`src/hdl/tcw_pkg.sv`:
```
package tcw_pkg;

    // Geometry defaults
    localparam int COLUMNS_DEF = 80;
    localparam int ROWS_DEF    = 25;

    // Field widths
    localparam int REQ_W  = 2;
    localparam int CHAR_W = 8;
    localparam int ATTR_W = 8;
    localparam int IDX_W  = 11;
    localparam int DATA_W = 16;
    localparam int OCOL_W = 7;
    localparam int OROW_W = 5;

    // Character and attribute codes
    localparam logic [ATTR_W-1:0] RESET_ATTR   = 8'h07;
    localparam logic [CHAR_W-1:0] SPACE_CODE   = 8'h20;
    localparam logic [CHAR_W-1:0] NEWLINE_CODE = 8'h0A;

    // Request codes
    typedef enum logic [REQ_W-1:0] {
        REQ_PUT   = 2'd0,
        REQ_READ  = 2'd1,
        REQ_CLEAR = 2'd2
    } t_req;

    // Controller to datapath commands
    typedef struct packed {
        logic accept;        // any request taken this cycle
        logic accept_put;    // put-character request
        logic accept_read;   // read-cell request
        logic start_clear;   // begin full-screen blank pass
        logic start_scroll;  // begin scroll copy pass
        logic scroll_step;   // one copy step of the scroll pass
        logic fill_step;     // one blank write of a fill pass
        logic emit;          // load the result registers
    } t_cmd;

    // Datapath to controller status
    typedef struct packed {
        logic will_scroll;   // current put would move past the last row
        logic scroll_last;   // last copy step of the scroll pass
        logic fill_last;     // last cell of the fill pass
    } t_stat;

endpackage

```
`src/hdl/tcw_ctrl.sv`:
```
module tcw_ctrl (
    input  logic                             i_clk,
    input  logic                             i_rst_n,
    input  logic                             start,
    input  logic [tcw_pkg::REQ_W-1:0]        i_req_type,
    input  tcw_pkg::t_stat                   i_stat,
    output tcw_pkg::t_cmd                    o_cmd,
    output logic                             o_busy
);

    typedef enum logic [3:0] {
        S_INIT   = 4'b0001,
        S_IDLE   = 4'b0010,
        S_SCROLL = 4'b0100,
        S_FILL   = 4'b1000
    } t_state;

    t_state r_state;
    t_state n_state;

    // Next state and command decode
    always_comb begin
        n_state = r_state;
        o_cmd   = '0;
        unique case (r_state)
            S_INIT: begin
                o_cmd.fill_step = 1'b1;
                if (i_stat.fill_last) begin
                    n_state = S_IDLE;
                end
            end
            S_IDLE: begin
                if (start) begin
                    o_cmd.accept = 1'b1;
                    unique case (tcw_pkg::t_req'(i_req_type))
                        tcw_pkg::REQ_PUT: begin
                            o_cmd.accept_put = 1'b1;
                            if (i_stat.will_scroll) begin
                                o_cmd.start_scroll = 1'b1;
                                n_state            = S_SCROLL;
                            end else begin
                                o_cmd.emit = 1'b1;
                            end
                        end
                        tcw_pkg::REQ_READ: begin
                            o_cmd.accept_read = 1'b1;
                            o_cmd.emit        = 1'b1;
                        end
                        tcw_pkg::REQ_CLEAR: begin
                            o_cmd.start_clear = 1'b1;
                            n_state           = S_FILL;
                        end
                        default: begin
                            // unused request type: report cursor only
                            o_cmd.emit = 1'b1;
                        end
                    endcase
                end
            end
            S_SCROLL: begin
                o_cmd.scroll_step = 1'b1;
                if (i_stat.scroll_last) begin
                    n_state = S_FILL;
                end
            end
            S_FILL: begin
                o_cmd.fill_step = 1'b1;
                if (i_stat.fill_last) begin
                    o_cmd.emit = 1'b1;
                    n_state    = S_IDLE;
                end
            end
            default: begin
                n_state = S_INIT;
            end
        endcase
    end

    // State register; reset starts the blanking pass
    always_ff @(posedge i_clk) begin
        if (!i_rst_n) begin
            r_state <= S_INIT;
        end else begin
            r_state <= n_state;
        end
    end

    assign o_busy = (r_state != S_IDLE);

endmodule

```
`config.mk`:
```
export PLATFORM = sky130hd
export DESIGN_NAME = tcw_ctrl
export DESIGN_NICKNAME = d
export VERILOG_FILES = /design/src/hdl/tcw_pkg.sv /design/src/hdl/tcw_ctrl.sv
export SDC_FILE = /design/constraint.sdc
export NUM_CORES = 1
export LEC_CHECK = 0
export BUFFER_PORTS_ARGS = -buffer_cell sky130_fd_sc_hd__buf_4
export CAP_MARGIN = 10
export CORE_AREA = 2 2 39 41
export DETAILED_ROUTE_END_ITERATION = 10
export DIE_AREA = 0 0 41 43
export PLACE_DENSITY = 0.49
export RECOVER_POWER = 100
export SLEW_MARGIN = 20
export SYNTH_ARGS = -nofsm -noshare
export SYNTH_HDL_FRONTEND = slang
export SYNTH_SLANG_ARGS = --single-unit
export TNS_END_PERCENT = 10
```
`constraint.sdc`:
```
create_clock -name i_clk -period 3.05 [get_ports i_clk]
set_input_delay 0.305 -clock i_clk [delete_from_list [all_inputs] [get_ports i_clk]]
set_output_delay 0.305 -clock i_clk [all_outputs]
set_load 0.005 [all_outputs]
```
==> results of run 1 <==
==> cell usage in the layout (no fill, tap or decap), types with 2 or more instances in the layout <==
master,synthesis,final
nor2b_1,2,2
nand2_1,3,3
dfxtp_1,4,4
nor3_1,6,6
a21oi_1,2,3
inv_1,4,4
buf_4,0,11
o21ai_0,4,4
clkbuf_4,0,7
==> metal layers <==
| metal | GRT usage, % | part of all wire, % | up-vias | wire, µm |
|---|---|---|---|---|
| li1 | - | - | 191 | - |
| met1 | 13.8 | 42 | 156 | 332 |
| met2 | 14.4 | 47 | 16 | 368 |
| met5 | 0 | 0 | - | 0 |
| met4 | 8.00 | 1.9 | 0 | 15 |
| met3 | 3.14 | 8.7 | 2 | 68 |
==> power by group <==
| group | switching, mW | internal [mW] | total (mW) |
|---|---|---|---|
| clock network | 0.0200 | 0.0439 | 0.0639 |
| registers | 0.0102 | 0.0588 | 0.0689 |
| logic | 0.0244 | 0.0304 | 0.0548 |
| total | 0.0545 | 0.133 | 0.188 |
==> critical path, delay by kind of cell, from the launching register on <==
family,cells,cell delay [ns]
flops,1,0.36
buf+inv,1,0.12
simple gates,4,1.20
==> layout make-up <==
cell class	count	area, µm²
clock buffers	3	22.5
flip-flops and latches	4	80.1
inverters	4	15.0
fillers	159	913
multi-input cells	33	216
repair buffers	16	116
well taps	16	20.0
==> metrics by stage <==
| step | utilization, % | cell area, µm² |
|---|---|---|
| final | 34.0 | 470 |
| after global placement | 33.1 | 458 |
| after floorplan | - | 323 |
| after CTS | 34.7 | 480 |
| after detailed placement | 33.1 | 458 |
| after global routing | 34.0 | 470 |
==> path summary, 6_finish.rpt <==
| path | to | cells past startpoint | slack, ns | start |
|---|---|---|---|---|
| setup reg to reg | r_state[3] | 4 | 1.30 | r_state[3] |
| setup / recovery | o_cmd[3] | 5 | 0.82 | r_state[3] |
| hold reg to reg | r_state[0] | 2 | 0.63 | r_state[1] |
| hold / removal | r_state[0] | 2 | 0.27 | i_rst_n |
==> cells by family (layout without fill, tap and decap cells) <==
| family | Yosys count | after routing |
|---|---|---|
| compound gates | 11 | 11 |
| xor+xnor | 1 | 1 |
| buf+inv | 5 | 23 |
| flops | 4 | 4 |
| simple gates | 21 | 21 |
==> flow_metrics.env, run 1 <==
export IMPL_status="finished clean"
export IMPL_synth_nets=50
export IMPL_period_minus_slack_ns=2.23
export IMPL_instances_no_fill=76
export IMPL_syn_area_um2=323
export IMPL_viasPerCell=4.80
export IMPL_antenna_found_initial=0
export IMPL_setup_viol=0
export IMPL_drc=0
export IMPL_synth_compound_area_share_pct=23.6
export IMPL_synth_area_leaders="dfxtp_1 25%, nor3_1 9.3%, o21ai_0 6.2%"
export IMPL_maxCapViolations=0
export IMPL_cp_end_kind="primary output"
export IMPL_period_share_pct=73.0
export IMPL_crit_fanout=8
export IMPL_fin_hold_ws_ns=0.268
export IMPL_ir_drop_uv=168
export IMPL_largest_reg_flops=4
export IMPL_vias=365
export IMPL_hpwlAfterDp_um=623
export IMPL_nets=70
export IMPL_regMostFlops="r_state"
export IMPL_post_drt_wl_per_cell_um=10.3
export IMPL_power_density_nw_per_um2=399
export IMPL_gr_total_overflow=0
export IMPL_place_port_buffers=16
export IMPL_yosys_area_share_adder_pct=0
export IMPL_dieWidth_um=41
export IMPL_synth_top_area_share_pct=24.8
export IMPL_leakage_nw=0.218
export IMPL_pre_cts_ws_ns=1.11
export IMPL_power_mw=0.188
export IMPL_cts_setup_buffers=0
export IMPL_numCtsBuffers=3
export IMPL_syn_avg_cell_area_um2=7.69
export IMPL_timing_fmax_mhz=449
export IMPL_synth_most_common_cell="nor3_1"
export IMPL_ctsLongestPathBuffers=2
export IMPL_reg_top3="r_state: 4 flops"
export IMPL_required_ns=2.74
export IMPL_muxShareOfSynthArea_pct=0
export IMPL_worstMarginPinSlew_ns=0.530
export IMPL_area_delta_synth_final_pct=45.7
export IMPL_dr_pass1_iters=4
export IMPL_clock_latency_ns=0.23
export IMPL_dieArea_um2=1760
export IMPL_grt_pass1_vias=308
export IMPL_synth_top_family_by_area="simple AND/OR/NAND/NOR gates"
export IMPL_cts_resized=0
export IMPL_drive_gt1_share_pct=36.7
export IMPL_drtAntennaViolNets=0
export IMPL_synth_edff_count=0
export IMPL_synth_xor_area_share_pct=2.71
export IMPL_synth_commonest_cells="6 x nor3_1, 4 x dfxtp_1, 4 x inv_1, 4 x o21ai_0, 3 x nand2_1"
export IMPL_hold_violations=0
export IMPL_rows=14
export IMPL_rsz0062_at_grt="false"
export IMPL_fin_skew_ns=0.00129
export IMPL_ctsHtreeMaxLevel=1
export IMPL_hold_class="input pin to flop"
export IMPL_fp_dieH_um=43
export IMPL_relSlewSlack_pct=64.4
export IMPL_tritoncts="yes"
export IMPL_start_kind="flop"
export IMPL_gp_congestion=0.705
export IMPL_yosysUniqueCellTypes=24
export IMPL_grt_total_usage_pct=10.7
export IMPL_slowest_stage="or4b_1"
export IMPL_n_antenna_cell=0
export IMPL_initial_utilization_pct=23.3
export IMPL_worstSetupPathType="flop to primary output"
export IMPL_clock_sinks=4
export IMPL_grt_pass1_wl_um=1270
export IMPL_ys_seq_area_share_pct=24.8
export IMPL_async_reset_ff_share_pct=0
export IMPL_core_um2=1380
export IMPL_synthCells=42
export IMPL_cts_root_buf="clkbuf_4"
export IMPL_clk_pin_slew_worst_paths_ns=0.04
export IMPL_postCtsHoldBufs=0
export IMPL_synth_simple_gate_area_share_pct=42.6
export IMPL_critical_path_cell_chain="or4b_1 -> or2_0 -> nor3_4 -> and2_1 -> clkbuf_4"
export IMPL_crit_path_max_incr_delay_ns=0.62
export IMPL_synth_top_cell_by_area="dfxtp_1"
export IMPL_grt_max_degree=9
export IMPL_io_pins=17
export IMPL_fin_setup_tns_ns=0
export IMPL_slew_violations=0
export IMPL_ys_ff_latch=4
export IMPL_routed_wl_um=785
export IMPL_cp_data_arrival_time_ns=1.92
export IMPL_yosys_warnings=0
export IMPL_ys_flop_type="dfxtp_1"
export IMPL_drt_initial_drc_count=4
export IMPL_layout_setup_ws_ns=0.824
export IMPL_dp_cells=73
Power figures use the tool's default switching activity.
==> inputs of run 2 (changes only) <==
--- a/config.mk
+++ b/config.mk
@@ -5,12 +5,13 @@
 export SDC_FILE = /design/constraint.sdc
 export NUM_CORES = 1
 export LEC_CHECK = 0
+export ABC_AREA = 1
 export BUFFER_PORTS_ARGS = -buffer_cell sky130_fd_sc_hd__buf_4
 export CAP_MARGIN = 10
 export CORE_AREA = 2 2 39 41
 export DETAILED_ROUTE_END_ITERATION = 10
 export DIE_AREA = 0 0 41 43
-export PLACE_DENSITY = 0.49
+export PLACE_DENSITY = 0.56
 export RECOVER_POWER = 100
 export SLEW_MARGIN = 20
 export SYNTH_ARGS = -nofsm -noshare
==> constraint.sdc (replaced) <==
create_clock -name i_clk -period 1.8 [get_ports i_clk]
set_input_delay 0.18 -clock i_clk [delete_from_list [all_inputs] [get_ports i_clk]]
set_output_delay 0.18 -clock i_clk [all_outputs]
set_load 0.005 [all_outputs]
==> flow_metrics.env, run 2 <==
export IMPL_status="finished clean"
export IMPL_r2r_setup_slack_ns=0.63
export IMPL_cts_root_buf="clkbuf_4"
export IMPL_largest_reg_flops=4
export IMPL_grt_max_degree=6
export IMPL_clk_pin_slew_worst_paths_ns=0.04
export IMPL_slew_violations=0
export IMPL_cp_data_arrival_time_ns=1.39
export IMPL_cts_setup_buffers=0
export IMPL_numCtsBuffers=3
export IMPL_routed_wl_um=868
export IMPL_leakage_nw=0.323
export IMPL_place_area_um2=524
export IMPL_startpoint="r_state[0]"
export IMPL_drtAntennaViolNets=0
export IMPL_postCtsHoldBufs=0
export IMPL_io_pins=17
export IMPL_drive_gt1_share_pct=38.6
export IMPL_rsz0062_at_grt="false"
export IMPL_fin_skew_ns=0.00471
export IMPL_synth_nets=72
export IMPL_grt_pass1_vias=408
export IMPL_path_depth=8
export IMPL_yosys_warnings=0
export IMPL_period_share_pct=87.3
export IMPL_setup_viol=0
export IMPL_maxCapViolations=0
export IMPL_async_reset_ff_share_pct=0
export IMPL_gp_congestion=0.751
export IMPL_synth_top_area_share_pct=20.8
export IMPL_viasPerCell=4.25
export IMPL_required_ns=1.62
export IMPL_grt_pass1_wl_um=1530
export IMPL_fin_hold_ws_ns=0.219
export IMPL_clock_sinks=4
export IMPL_core_um2=1380
export IMPL_synth_most_common_cell="nor2_1"
export IMPL_power_mw=0.542
export IMPL_ctsHtreeMaxLevel=1
export IMPL_ctsLongestPathBuffers=2
export IMPL_ir_drop_uv=695
export IMPL_dieWidth_um=41
export IMPL_post_drt_wl_per_cell_um=8.77
export IMPL_regMostFlops="r_state"
export IMPL_syn_area_um2=384
export IMPL_cts_resized=0
export IMPL_drc=0
export IMPL_syn_avg_cell_area_um2=6.00
export IMPL_initial_utilization_pct=27.8
export IMPL_clock_latency_ns=0.23
export IMPL_endpoint="o_cmd[3]"
export IMPL_yosysUniqueCellTypes=17
export IMPL_path_delay_family="simple AND/OR/NAND/NOR gates"
export IMPL_cp_end_kind="primary output"
export IMPL_cp_common_cell="inv_1"
export IMPL_dieArea_um2=1760
export IMPL_timing_fmax_mhz=637
export IMPL_crit_path_max_incr_delay_ns=0.32
export IMPL_worstMarginPinSlew_ns=0.220
export IMPL_synth_area_leaders="dfxtp_1 21%, nor2_1 12%, inv_1 9.8%"
export IMPL_hold_class="input pin to flop"
export IMPL_worstReg2RegStart="r_state[1]"
export IMPL_n_antenna_cell=0
export IMPL_ys_seq_area_share_pct=20.8
export IMPL_fin_setup_tns_ns=0
export IMPL_path_buf_inv=3
export IMPL_synth_edff_count=0
export IMPL_vias=421
export IMPL_nets=93
export IMPL_synthCells=64
export IMPL_tritoncts="yes"
export IMPL_reg2regPathDepth=6
export IMPL_ys_ff_latch=4
export IMPL_worstSetupPathType="flop to primary output"
export IMPL_power_density_nw_per_um2=1000
export IMPL_fillCellCount=167
export IMPL_antenna_found_initial=0
export IMPL_grt_total_usage_pct=12.3
export IMPL_hpwlAfterDp_um=756
export IMPL_final_area_um2=539
export IMPL_final_cell_mix="12 x nor2_1, 12 x nand2_1, 12 x buf_4"
export IMPL_reg_top3="r_state: 4 flops"
export IMPL_crit_reg2reg_capture="r_state[0]"
export IMPL_critical_path_cell_chain="inv_1 -> nand2_1 -> nor2_4 -> inv_1 -> nor2_8 -> nand2_2 -> nor3_2 -> buf_4"
export IMPL_area_delta_synth_final_pct=40.4
export IMPL_synth_commonest_cells="12 x nor2_1, 10 x inv_1, 9 x nand2_1"
export IMPL_ys_flop_type="dfxtp_1"
export IMPL_drt_initial_drc_count=9
export IMPL_synth_top_cell_by_area="dfxtp_1"
export IMPL_slowest_stage="dfxtp_1"
export IMPL_gr_total_overflow=0
export IMPL_relSlewSlack_pct=85.3
export IMPL_fp_dieH_um=43
export IMPL_crit_fanout=4
export IMPL_dr_pass1_iters=4
export IMPL_start_kind="flop"
export IMPL_period_minus_slack_ns=1.57
export IMPL_rows=14
export IMPL_place_port_buffers=16
export IMPL_hold_violations=0
[run 2: changes by cell type after synthesis, sizes merged, moves of 2 or more]
| cell | delta |
|---|---|
| or4b | -2 |
| nand4 | +2 |
| inv | +11 |
| nor2b | -2 |
| nand3 | +5 |
| nand2 | +13 |
| nor3 | -6 |
| nor2 | +14 |
[run 2: worst min path at each step]
stage                       start    endpoint  slack [ns]  cells past startpoint
after floorplan           i_rst_n  r_state[3]        0.31                      2
after global placement    i_rst_n  r_state[3]        0.45                      3
after detailed placement  i_rst_n  r_state[3]        0.46                      3
final                     i_rst_n  r_state[3]        0.22                      3
after global routing      i_rst_n  r_state[3]        0.24                      3
after CTS                 i_rst_n  r_state[3]        0.22                      3
[run 2: cell families (layout without fill, tap and decap cells)]
group | after synthesis | count (layout) | synth area share, %
AND/OR/NAND/NOR | 39 | 39 | 56.7
flip-flops | 4 | 4 | 20.8
AO/OA/AOI/OAI | 6 | 6 | 7.82
buffers and inverters | 15 | 34 | 14.7
[run 2: cell type report]
| cell class | instances | area, µm² | area share [%] |
|---|---|---|---|
| inverters | 15 | 56.3 | 10.4 |
| flip-flops and latches | 4 | 80.1 | 14.8 |
| clock buffers | 3 | 22.5 | 4.18 |
| well taps | 16 | 20.0 | 3.71 |
| multi-input cells | 45 | 240 | 44.5 |
| repair buffers | 16 | 120 | 22.3 |
[run 2: metal layers]
layer / track usage (%) / part of all wire, % / wire, µm
met1: 13.7 / 43 / 373
met2: 21.3 / 50 / 431
met3: 4.71 / 7.3 / 63
met4: 2.00 / 0 / 0
met5: 0 / 0 / 0
[run 2: power breakdown]
| group | leakage [nW] | total [mW] | internal (mW) | switching, mW |
|---|---|---|---|---|
| clock network | 0.0138 | 0.106 | 0.0742 | 0.0317 |
| logic | 0.276 | 0.290 | 0.117 | 0.173 |
| registers | 0.0330 | 0.146 | 0.119 | 0.0269 |
| total | 0.323 | 0.542 | 0.310 | 0.232 |
[run 2: worst min-delay path: cells and delay by family]
family,cells,cell delay (ns)
buffers and inverters,1,0.08
AND/OR/NAND/NOR,2,0.14
[run 2: through the flow]
step,std cells,worst slack (ns),util (%)
2_1_floorplan,64,0.673,-
3_3_place_gp,96,0.558,37.9
3_5_place_dp,96,0.519,37.9
4_1_cts,99,0.269,39.5
5_1_grt,99,0.0752,39.0
6_report,99,0.229,39.0
==> inputs of run 3 (changes only) <==
--- a/config.mk
+++ b/config.mk
@@ -5,13 +5,12 @@
 export SDC_FILE = /design/constraint.sdc
 export NUM_CORES = 1
 export LEC_CHECK = 0
-export ABC_AREA = 1
 export BUFFER_PORTS_ARGS = -buffer_cell sky130_fd_sc_hd__buf_4
 export CAP_MARGIN = 10
 export CORE_AREA = 2 2 39 41
 export DETAILED_ROUTE_END_ITERATION = 10
 export DIE_AREA = 0 0 41 43
-export PLACE_DENSITY = 0.56
+export PLACE_DENSITY = 0.51
 export RECOVER_POWER = 100
 export SLEW_MARGIN = 20
 export SYNTH_ARGS = -nofsm -noshare
==> flow_metrics.env, run 3 (synthesis results as in run 1) <==
export IMPL_area_delta_synth_final_pct=59.7
export IMPL_cp_data_arrival_time_ns=1.70
export IMPL_pre_cts_ws_ns=0.113
export IMPL_critical_path_cell_chain="or4b_4 -> or2_4 -> nor3_4 -> and2_1 -> buf_4"
export IMPL_path_buf_inv=1
export IMPL_relSlewSlack_pct=66.0
export IMPL_ctsHtreeMaxLevel=1
export IMPL_reg_top3="r_state: 4 flops"
export IMPL_crit_fanout=3
export IMPL_clock_power_share_pct=32.9
export IMPL_violations="negative setup slack"
export IMPL_worstMarginPinSlew_ns=0.505
export IMPL_hold_violations=0
export IMPL_fin_hold_ws_ns=0.133
export IMPL_p_sw_mw=0.0977
export IMPL_combPwrFrac_pct=31.8
export IMPL_cp_end_kind="primary output"
export IMPL_power_mw=0.332
export IMPL_fp_dieH_um=43
export IMPL_place_area_um2=488
export IMPL_final_common_cell="buf_4"
export IMPL_grt_max_degree=8
export IMPL_status="complete, but fails checks"
export IMPL_period_minus_slack_ns=1.88
export IMPL_slowest_stage="or4b_4"
export IMPL_regMostFlops="r_state"
export IMPL_initial_utilization_pct=23.3
export IMPL_timing_fmax_mhz=531
export IMPL_required_ns=1.62
export IMPL_drt_initial_drc_count=2
export IMPL_cts_setup_buffers=0
export IMPL_cts_root_buf="clkbuf_4"
export IMPL_drc=0
export IMPL_numCtsBuffers=3
export IMPL_gr_total_overflow=0
export IMPL_worstSetupPathType="flop to primary output"
export IMPL_leakage_nw=0.244
export IMPL_grt_pass1_wl_um=1520
export IMPL_largest_reg_flops=4
export IMPL_fin_skew_ns=0.00383
export IMPL_p_int_mw=0.235
export IMPL_dieWidth_um=41
export IMPL_setup_viol=2
export IMPL_clk_pin_slew_worst_paths_ns=0.04
export IMPL_hold_class="input pin to flop"
export IMPL_clock_latency_ns=0.23
export IMPL_grt_total_usage_pct=13.2
export IMPL_viasPerCell=4.78
export IMPL_power_density_nw_per_um2=644
export IMPL_slew_violations=0
export IMPL_multi_input_area_um2=226
export IMPL_ff_latch_area_um2=85.1
export IMPL_hpwlAfterDp_um=732
export IMPL_dr_pass1_iters=3
export IMPL_routed_wl_um=908
export IMPL_n_antenna_cell=0
export IMPL_period_share_pct=105
export IMPL_start_kind="flop"
export IMPL_vias=382
export IMPL_grt_pass1_vias=363
export IMPL_clock_sinks=4
export IMPL_ir_drop_uv=347
export IMPL_rows=14
export IMPL_fillCellCount=144
export IMPL_postCtsHoldBufs=0
export IMPL_maxCapViolations=0
export IMPL_layout_setup_ws_ns=-0.0839
export IMPL_io_pins=17
export IMPL_drtAntennaViolNets=0
export IMPL_crit_path_max_incr_delay_ns=0.53
export IMPL_rsz0062_at_grt="true"
export IMPL_power_frac_seq_pct=35.2
export IMPL_final_area_um2=515
export IMPL_sw_frac_of_total_pct=29.4
export IMPL_post_drt_wl_per_cell_um=11.4
export IMPL_r2r_setup_slack_ns=0.19
export IMPL_path_delay_family="simple AND/OR/NAND/NOR gates"
export IMPL_drive_gt1_share_pct=51.6
export IMPL_gp_congestion=0.751
export IMPL_fin_setup_tns_ns=-0.132
export IMPL_antenna_found_initial=0
export IMPL_ctsLongestPathBuffers=2
export IMPL_nets=74
export IMPL_final_cell_mix="18 x buf_4, 6 x nor3_1"
export IMPL_core_um2=1380
export IMPL_place_port_buffers=16
export IMPL_tritoncts="yes"
export IMPL_dieArea_um2=1760
-- run 3: cell types whose count changed in the layout (fill, tap and decap cells not counted), sizes merged, moves of 2 or more --
| cell | change |
|---|---|
| clkbuf | -2 |
| or4b | +2 |
| nor2b | +2 |
| nand2 | -13 |
| nand4 | -2 |
| inv | -11 |
| nand3 | -5 |
| nor3 | +6 |
| buf | +6 |
| nor2 | -14 |
-- run 3: worst paths after layout --
kind	start	depth (start not counted)	to
min	i_rst_n	2	r_state[0]
max	r_state[2]	5	o_cmd[3]
max reg2reg	r_state[2]	5	r_state[3]
min reg2reg	r_state[1]	2	r_state[0]
-- run 3: area by class of cell --
class	instances	share of cell area [%]
Tap cell	16	3.88
Inverter	4	2.91
Sequential cell	4	16.5
Timing Repair Buffer	20	28.4
Multi-Input combinational cell	33	43.9
Clock buffer	3	4.37
-- run 3: stage by stage --
stage | util [%] | cells
6_report | 37.3 | 80
5_1_grt | 37.3 | 80
4_1_cts | 37.5 | 80
3_5_place_dp | 35.3 | 77
3_3_place_gp | 35.3 | 77
2_1_floorplan | - | 42
-- run 3: power groups by stage --
stage	Combinational [mW]	Clock, mW	Sequential, mW
final	0.106	0.109	0.117
after global routing	0.118	0.127	0.120
after CTS	0.109	0.117	0.117
after detailed placement	0.108	0	0.115
after global placement	0.108	0	0.115
after floorplan	0.0551	0	0.113
-- run 3: routing by layer --
layer | global-route usage [%] | vias to the layer above | part of all wire (%)
met1 | 13.9 | 170 | 40
met2 | 20.9 | 14 | 50
li1 | - | 198 | -
met5 | 0 | - | 0
met4 | 4.00 | 0 | 0
met3 | 7.85 | 0 | 9.3
-- run 3: what timing repair did --
action	in CTS	in global routing
resized for setup	5	0
pin swaps	1	1
setup endpoints to repair	4	4
-- run 3: worst register-to-register path, stage by stage (launching register included) --
cell and delay (ns):
dfxtp_2 0.32, or4b_4 0.53, buf_4 0.17, a21oi_2 0.14
nor3_1 0.07, o221a_2 0.27
